[config.mk]
export PLATFORM = sky130hd
export DESIGN_NAME = pev_ctrl
export DESIGN_NICKNAME = d
export VERILOG_FILES = /design/src/rtl/pev_pkg.sv /design/src/rtl/pev_ctrl.sv
export SDC_FILE = /design/constraint.sdc
export NUM_CORES = 1
export LEC_CHECK = 0
export BUFFER_PORTS_ARGS = -buffer_cell sky130_fd_sc_hd__buf_2
export CAP_MARGIN = 15
export CORE_UTILIZATION = 42
export CTS_BUF_LIST = sky130_fd_sc_hd__clkbuf_8
export DETAILED_ROUTE_END_ITERATION = 8
export PLACE_DENSITY = 0.86
export SKIP_CTS_REPAIR_TIMING = 1
export SLEW_MARGIN = 20
export SYNTH_ARGS = -nofsm -noshare
export SYNTH_HDL_FRONTEND = slang
export SYNTH_SLANG_ARGS = --single-unit
[constraint.sdc]
create_clock -name clock -period 1.7 [get_ports clock]
set_input_delay 0.085 -clock clock [delete_from_list [all_inputs] [get_ports clock]]
set_output_delay 0.085 -clock clock [all_outputs]
set_load 0.005 [all_outputs]
[src/rtl/pev_pkg.sv]
package pev_pkg;

   localparam int unsigned STACK_DEPTH = 16;
   localparam int unsigned ADDR_W = $clog2(STACK_DEPTH);
   localparam int unsigned DEPTH_W = $clog2(STACK_DEPTH + 1);
   localparam int unsigned DATA_W = 64;
   localparam int unsigned HALF_W = DATA_W / 2;
   localparam int unsigned VALUE_W = 63;
   localparam int unsigned OP_W = 3;
   localparam int unsigned STATUS_W = 3;
   localparam int unsigned DIV_CNT_W = $clog2(DATA_W);
   localparam int unsigned IDX_W = $clog2(VALUE_W);

   typedef enum logic [OP_W-1:0] {
      OP_PUSH = 3'd0,
      OP_ADD  = 3'd1,
      OP_SUB  = 3'd2,
      OP_MUL  = 3'd3,
      OP_DIV  = 3'd4,
      OP_MOD  = 3'd5,
      OP_POW  = 3'd6,
      OP_END  = 3'd7
   } op_type;

   typedef enum logic [STATUS_W-1:0] {
      ST_OK      = 3'd0,
      ST_UNDER   = 3'd1,
      ST_OVER    = 3'd2,
      ST_DIVZERO = 3'd3,
      ST_DEPTH   = 3'd4
   } status_type;

   typedef enum logic [2:0] {
      WD_PUSH,
      WD_ADD,
      WD_SUB,
      WD_QUO,
      WD_REM,
      WD_PROD,
      WD_ACC,
      WD_POWNEG
   } wdata_type;

   typedef enum logic [1:0] {
      MS_AB,
      MS_SQ,
      MS_ACC_A
   } mulsel_type;

   typedef enum logic {
      RD_TOP,
      RD_SECOND
   } rdsel_type;

   typedef struct packed {
      logic       take;
      rdsel_type  rd_sel;
      logic       b_load;
      logic       a_load;
      logic       wr_en;
      wdata_type  wr_sel;
      logic       err_set;
      status_type err_code;
      logic       rsp_load;
      logic       div_init;
      logic       div_step;
      logic       mul_load;
      mulsel_type mul_sel;
      logic       mul_step;
      logic       acc_init;
      logic       acc_load;
      logic       idx_dec;
   } cmd_type;

   typedef struct packed {
      op_type op;
      logic   err_set;
      logic   depth_full;
      logic   depth_lt2;
      logic   b_zero;
      logic   b_neg;
      logic   mul_last;
      logic   div_last;
      logic   exp_bit;
      logic   idx_zero;
   } stat_type;

endpackage

[src/rtl/pev_ctrl.sv]
module pev_ctrl (
   input  logic              clock,
   input  logic              reset,
   input  logic              req_valid,
   output logic              req_ready,
   output logic              rsp_valid,
   input  logic              rsp_ready,
   input  pev_pkg::stat_type stat,
   output pev_pkg::cmd_type  cmd
);

   typedef enum logic [3:0] {
      S_IDLE,
      S_DECODE,
      S_FETCH_A,
      S_LOAD_A,
      S_EXEC,
      S_END_OUT,
      S_DIV_RUN,
      S_DIV_DONE,
      S_MUL_RUN,
      S_MUL_DONE,
      S_POW_SQ,
      S_POW_MB,
      S_POW_NEXT
   } state_type;

   typedef enum logic [1:0] {
      RET_MUL,
      RET_SQ,
      RET_MB
   } ret_type;

   state_type state_ff, state_in;
   ret_type ret_ff, ret_in;
   logic rsp_valid_ff, rsp_valid_in;

   assign req_ready = (state_ff == S_IDLE);
   assign rsp_valid = rsp_valid_ff;

   always_comb begin
      state_in = state_ff;
      ret_in = ret_ff;
      rsp_valid_in = rsp_valid_ff && !rsp_ready;
      cmd = '0;
      cmd.rd_sel = pev_pkg::RD_TOP;
      cmd.wr_sel = pev_pkg::WD_PUSH;
      cmd.err_code = pev_pkg::ST_OK;
      cmd.mul_sel = pev_pkg::MS_AB;
      unique case (state_ff)
         S_IDLE: begin
            if (req_valid) begin
               cmd.take = 1'b1;
               state_in = S_DECODE;
            end
         end
         S_DECODE: begin
            if (stat.op == pev_pkg::OP_END) begin
               state_in = S_END_OUT;
            end else if (stat.err_set) begin
               state_in = S_IDLE;
            end else if (stat.op == pev_pkg::OP_PUSH) begin
               if (stat.depth_full) begin
                  cmd.err_set = 1'b1;
                  cmd.err_code = pev_pkg::ST_OVER;
               end else begin
                  cmd.wr_en = 1'b1;
               end
               state_in = S_IDLE;
            end else if (stat.depth_lt2) begin
               cmd.err_set = 1'b1;
               cmd.err_code = pev_pkg::ST_UNDER;
               state_in = S_IDLE;
            end else begin
               state_in = S_FETCH_A;
            end
         end
         S_FETCH_A: begin
            cmd.b_load = 1'b1;
            cmd.rd_sel = pev_pkg::RD_SECOND;
            state_in = S_LOAD_A;
         end
         S_LOAD_A: begin
            cmd.a_load = 1'b1;
            state_in = S_EXEC;
         end
         S_EXEC: begin
            unique case (stat.op)
               pev_pkg::OP_ADD, pev_pkg::OP_SUB: begin
                  cmd.wr_en = 1'b1;
                  cmd.wr_sel = (stat.op == pev_pkg::OP_ADD) ? pev_pkg::WD_ADD : pev_pkg::WD_SUB;
                  state_in = S_IDLE;
               end
               pev_pkg::OP_DIV, pev_pkg::OP_MOD: begin
                  if (stat.b_zero) begin
                     cmd.err_set = 1'b1;
                     cmd.err_code = pev_pkg::ST_DIVZERO;
                     state_in = S_IDLE;
                  end else begin
                     cmd.div_init = 1'b1;
                     state_in = S_DIV_RUN;
                  end
               end
               pev_pkg::OP_MUL: begin
                  cmd.mul_load = 1'b1;
                  cmd.mul_sel = pev_pkg::MS_AB;
                  ret_in = RET_MUL;
                  state_in = S_MUL_RUN;
               end
               default: begin
                  if (stat.b_neg) begin
                     cmd.wr_en = 1'b1;
                     cmd.wr_sel = pev_pkg::WD_POWNEG;
                     state_in = S_IDLE;
                  end else begin
                     cmd.acc_init = 1'b1;
                     state_in = S_POW_SQ;
                  end
               end
            endcase
         end
         S_END_OUT: begin
            if (!rsp_valid_ff || rsp_ready) begin
               cmd.rsp_load = 1'b1;
               rsp_valid_in = 1'b1;
               state_in = S_IDLE;
            end
         end
         S_DIV_RUN: begin
            cmd.div_step = 1'b1;
            if (stat.div_last) begin
               state_in = S_DIV_DONE;
            end
         end
         S_DIV_DONE: begin
            cmd.wr_en = 1'b1;
            cmd.wr_sel = (stat.op == pev_pkg::OP_DIV) ? pev_pkg::WD_QUO : pev_pkg::WD_REM;
            state_in = S_IDLE;
         end
         S_MUL_RUN: begin
            cmd.mul_step = 1'b1;
            if (stat.mul_last) begin
               state_in = S_MUL_DONE;
            end
         end
         S_MUL_DONE: begin
            unique case (ret_ff)
               RET_MUL: begin
                  cmd.wr_en = 1'b1;
                  cmd.wr_sel = pev_pkg::WD_PROD;
                  state_in = S_IDLE;
               end
               RET_SQ: begin
                  cmd.acc_load = 1'b1;
                  state_in = stat.exp_bit ? S_POW_MB : S_POW_NEXT;
               end
               default: begin
                  cmd.acc_load = 1'b1;
                  state_in = S_POW_NEXT;
               end
            endcase
         end
         S_POW_SQ: begin
            cmd.mul_load = 1'b1;
            cmd.mul_sel = pev_pkg::MS_SQ;
            ret_in = RET_SQ;
            state_in = S_MUL_RUN;
         end
         S_POW_MB: begin
            cmd.mul_load = 1'b1;
            cmd.mul_sel = pev_pkg::MS_ACC_A;
            ret_in = RET_MB;
            state_in = S_MUL_RUN;
         end
         S_POW_NEXT: begin
            if (stat.idx_zero) begin
               cmd.wr_en = 1'b1;
               cmd.wr_sel = pev_pkg::WD_ACC;
               state_in = S_IDLE;
            end else begin
               cmd.idx_dec = 1'b1;
               state_in = S_POW_SQ;
            end
         end
         default: begin
            state_in = S_IDLE;
         end
      endcase
   end

   always_ff @(posedge clock) begin
      if (reset) begin
         state_ff <= S_IDLE;
         ret_ff <= RET_MUL;
         rsp_valid_ff <= 1'b0;
      end else begin
         state_ff <= state_in;
         ret_ff <= ret_in;
         rsp_valid_ff <= rsp_valid_in;
      end
   end

endmodule

## Yosys cells after proc, flatten, opt, wreduce, memory -nomap -nowiden

Cells that the tools add are included.

- Register bits: 7
- Input bits: 16
- Output and inout bits: 24
- Word-level logic and storage cells: 101

- Equality and inequality tests: 24
- Muxes and demuxes: 59
- Reduce and logical (&&, ||, !) cells: 15

Operators by type and width:

| kind | number |
|---|---|
| $mux W4 | 19 |
| $pmux W4 S11 | 1 |
| $pmux W4 S2 | 3 |
| $mux W1 | 23 |
| $eq A4 B4 Y1 const B | 5 |
| $eq A4 B3 Y1 const B | 4 |
| $mux W3 | 4 |
| $pmux W3 S4 | 1 |
| $pmux W4 S3 | 1 |
| $eq A3 B3 Y1 const B | 3 |
| $pmux W3 S3 | 1 |
| $eq A4 B2 Y1 const B | 2 |
| $mux W2 | 4 |
| $ne A2 B2 Y1 const B | 4 |
| $eq A3 B2 Y1 const B | 2 |
| $pmux W2 S3 | 1 |
| $reduce_or A2 Y1 | 3 |
| $pmux W1 S5 | 1 |
| $reduce_or A5 Y1 | 1 |
| $eq A4 B1 Y1 const B | 1 |
| $logic_not A4 Y1 | 1 |
| $reduce_and A4 Y1 | 1 |
| $eq A3 B1 Y1 const B | 1 |
| $logic_not A3 Y1 | 1 |
| other kinds (9) | 10 |

## Logic depth before layout (Yosys ltp)

- Word-level depth: 5
- Mapped depth: 5
- Depth with buffers taken out: 4

## Worst setup path before layout

Ideal clock, no wire load.

- Path kind: register -> register
- Start point: reg state_ff[3]
- End point: reg state_ff[1]
- Setup time: 74 ps
- Data arrival time: 1586 ps
- Required time: 1626 ps
- Slack: 40 ps
- Stages on the path, launching flop included: 5
- Buffers on the path: 0
- Period minus slack after synthesis: 1660 ps
- Cells stage by stage: dfxtp_1 or2_4 or4_4 or3_1 a31oi_1

- Cells in the longest elaborated chain, start to end: 3
- Elaborated cells between the ends (all ways): 19
- Those cells by class: 15 x eq/ne; 1 x mux; 3 x reduce/logical

RTL lines:

| what | RTL line | RTL |
|---|---|---|
| start: declaration | pev_ctrl.sv:34 | `state_type state_ff, state_in;` |
| start signal: assignment | pev_ctrl.sv:197 | `state_ff <= state_in;` |
| $eq A4 B4 Y1 (tied with other cells) | pev_ctrl.sv:50 | `unique case (state_ff)` |
| $reduce_or A2 Y1 (no line) / $ne A2 B2 Y1 (equally long branches) | -- |  |
| $pmux W4 S11 / $reduce_and A4 Y1 (equally long branches) | -- |  |

Parallel ways exist; a longest one is shown, timed or not.
A chain may end at the register's enable or synchronous reset.

==> metrics.md <==
| Metric | Value |
|---|---|
| Largest net degree at the start of global routing | 15 |
| Initial antenna violation count | 0 |
| WP data arrival | 1.78 ns |
| Latest clock arrival within the worst-skew pair | 0.23 ns |
| Syn_area_per_cell | 6.85 um2 |
| Synthesis-stage register bit count | 7 |
| Remaining DRCs | 0 |
| Std cell rows | 15 |
| Pleak | 0.000660 uW |
| Antenna diodes | 0 |
| Antenna-violating nets left | 0 |
| DR pass1 iterations | 4 |
| Relative slew slack | 66.1% |
| Sequential fraction of the synthesis area | 17.6% |
| EDFF count, synth | 0 |
| Post-DP Area | 1110 um2 |
| Syn Inst Count | 116 |
| Worst-Margin Slew | 0.495 ns |
| Commonest non-fill, non-tap cells in the layout | 37 x buf_2, 19 x buf_4, 13 x nor2_1 |
| Commonest non-fill, non-tap cell in the layout | buf_2 |
| Fin area | 1270 um2 |
| Worst setup margin | -0.162 ns |
| Most used DFF post-synth | dfxtp_1 |
| Net switching power | 180 uW |
| Final Hold Fails | 0 |
| Average wire per standard cell | 15.6 um |
| Period minus WS final | 1.86 ns |
| Cts bufs inserted | 3 |
| Number of vias per cell | 5.97 |
| Num ports | 40 |
| Non-filler cells, final | 195 |
| Yosys cell types | 48 |
| Clock network power share | 39.3% |
| Max Cap Viol | 0 |
| Placed Instances | 188 |
| Yosys warns | 0 |
| Initial DRC count | 71 |
| Power Dens Cells | 468 nW/um2 |
| Core Box Area | 1750 um2 |
| Final WL | 3040 um |
| Syn nets | 132 |
| Critical path type | flip-flop to primary output |
| Cell Area, Synth | 795 um2 |
| Period utilization | 110% |
| Achievable frequency | 537 MHz |
| Combinational share of power | 29.9% |
| Vias | 1164 |
| Slew Limit Fails | 0 |
| Violated checks | setup timing |
| Area share of the largest cell type after synthesis | 17.6% |
| Global-route usage over all layers | 27.4% |
| Crit end category | primary output |
| Die height | 45.5 um |
| Gr ovfl total | 0 |
| Clk slew on worst S/H paths | 0.04 ns |
| Switch share | 30.3% |
| Global-route wire length before repair | 4090 um |
| CTS Sinks | 7 |
| Area Growth Syn to Fin | 59.8% |
| FILL cells | 135 |
| Startpoint Class | flip-flop |
| # setup viols final | 10 |
| Routability Congestion | 0.914 |
| Die Width | 45.5 um |
| Internal | 414 uW |
| Share of cells above drive strength 1 | 45.9% |
| Placed wire-length estimate | 2040 um |
| Max IR drop VDD | 498 uV |
| Clk root buf | clkbuf_8 |
| CTS Buffer Depth | 2 |
| Fin Hold WS | 0.148 ns |
| Starting density of the core | 45.5% |
| Worst clock skew | 0.00774 ns |
| Reg-to-reg setup timing slack | -0.08 ns |
| I/O Buffers | 38 |
| Die footprint | 2070 um2 |
| Critical Path RT | 1.62 ns |
| Vias in the first global route | 975 |
| Cell taking the most area after synthesis | dfxtp_1 |
| Sequential Power Share | 30.7% |
| Nets@finish | 187 |
| Hold crit path type | input pin to flip-flop |
| FFs w/ async S/R, synth | 0% |
| Top cells by area, synth | dfxtp_1 18%, nor2_1 6.1%, nand2b_1 5.5%, nor3_1 4.4%, nand2_1 3.3% |
| RSZ-0062 raised after global routing | true |
| Worst-path maximum fanout | 5 |
| Final Util | 72.8% |
| CTS tree | built |
| Status | finished, violations left |
| H-tree Lvls | 1 |
==> cells in the mapped netlist (all sizes together), types with 2 or more instances <==
| library cell | n |
|---|---|
| a21o | 2 |
| and4b | 2 |
| nor2 | 13 |
| clkbuf | 6 |
| buf | 3 |
| a211oi | 2 |
| nand2b | 7 |
| nor3 | 7 |
| nand3 | 3 |
| nand4 | 2 |
| nor2b | 4 |
| nand2 | 7 |
| or3 | 3 |
| and3 | 4 |
| or2 | 2 |
| a21oi | 4 |
| or4 | 2 |
| and3b | 2 |
| dfxtp | 7 |
| o21ai | 5 |
| inv | 5 |
==> area by class of cell <==
type	instances	area, um2	area share, %
clock buffers	3	41.3	3.25
clock inverters	1	3.75	0.296
inverters	5	18.8	1.48
multi-input cells	95	666	52.4
flip-flops and latches	7	148	11.6
well taps	25	31.3	2.46
repair buffers	59	362	28.5
==> per-stage QoR <==
stage | total power (uW) | setup TNS [ns] | worst slack, ns
3_5_place_dp | 337 | -0.0258 | -0.0130
5_1_grt | 619 | -1.25 | -0.216
3_3_place_gp | 330 | 0 | 0.0441
6_report | 594 | -0.632 | -0.162
2_1_floorplan | 264 | 0 | 0.0399
4_1_cts | 575 | -1.10 | -0.275
==> worst max-delay path, cell delays in order (launching register included) <==
cell and delay (ns):
dfxtp_2 0.35, or2_4 0.24, or4_4 0.55, nor3_4 0.18
or4_1 0.13, buf_2 0.10
==> path summary, 6_finish.rpt <==
path	start	end	cells after the start
setup / recovery	state_ff[2]	cmd[17]	5
hold / removal	reset	state_ff[3]	2
setup reg to reg	state_ff[2]	state_ff[1]	4
hold reg to reg	ret_ff[1]	ret_ff[1]	2
==> power groups by stage <==
stage	combinational, uW	clock, uW	sequential [uW]
detailed placement	155	0	182
global route	189	245	184
CTS	158	239	179
finish	178	234	183
global placement	149	0	181
floorplan	86.1	0	178
==> flip-flops by register name (all words and copies together) (netlist names) <==
signal     cells
state_ff       4
ret_ff         2
rsp_valid      1
==> cell families (layout without fill, tap and decap cells) <==
logic type	after synthesis	count (layout)	share of synthesized area, %
buffers and inverters	14	68	7.56
DFF	7	7	17.6
AOI/OAI and AO/OA	28	28	25.2
and+or+nand+nor	66	66	49.1
other	1	1	0.472
==> layer usage <==
layer | share of wire [%] | routed length (um) | track usage [%]
met3 | 8.6 | 262 | 6.75
met5 | 0 | 0 | 0
met2 | 48 | 1460 | 46.0
met4 | 2.3 | 70 | 11.5
met1 | 41 | 1250 | 32.9
Note: power is estimated with default switching activity, not from simulation.
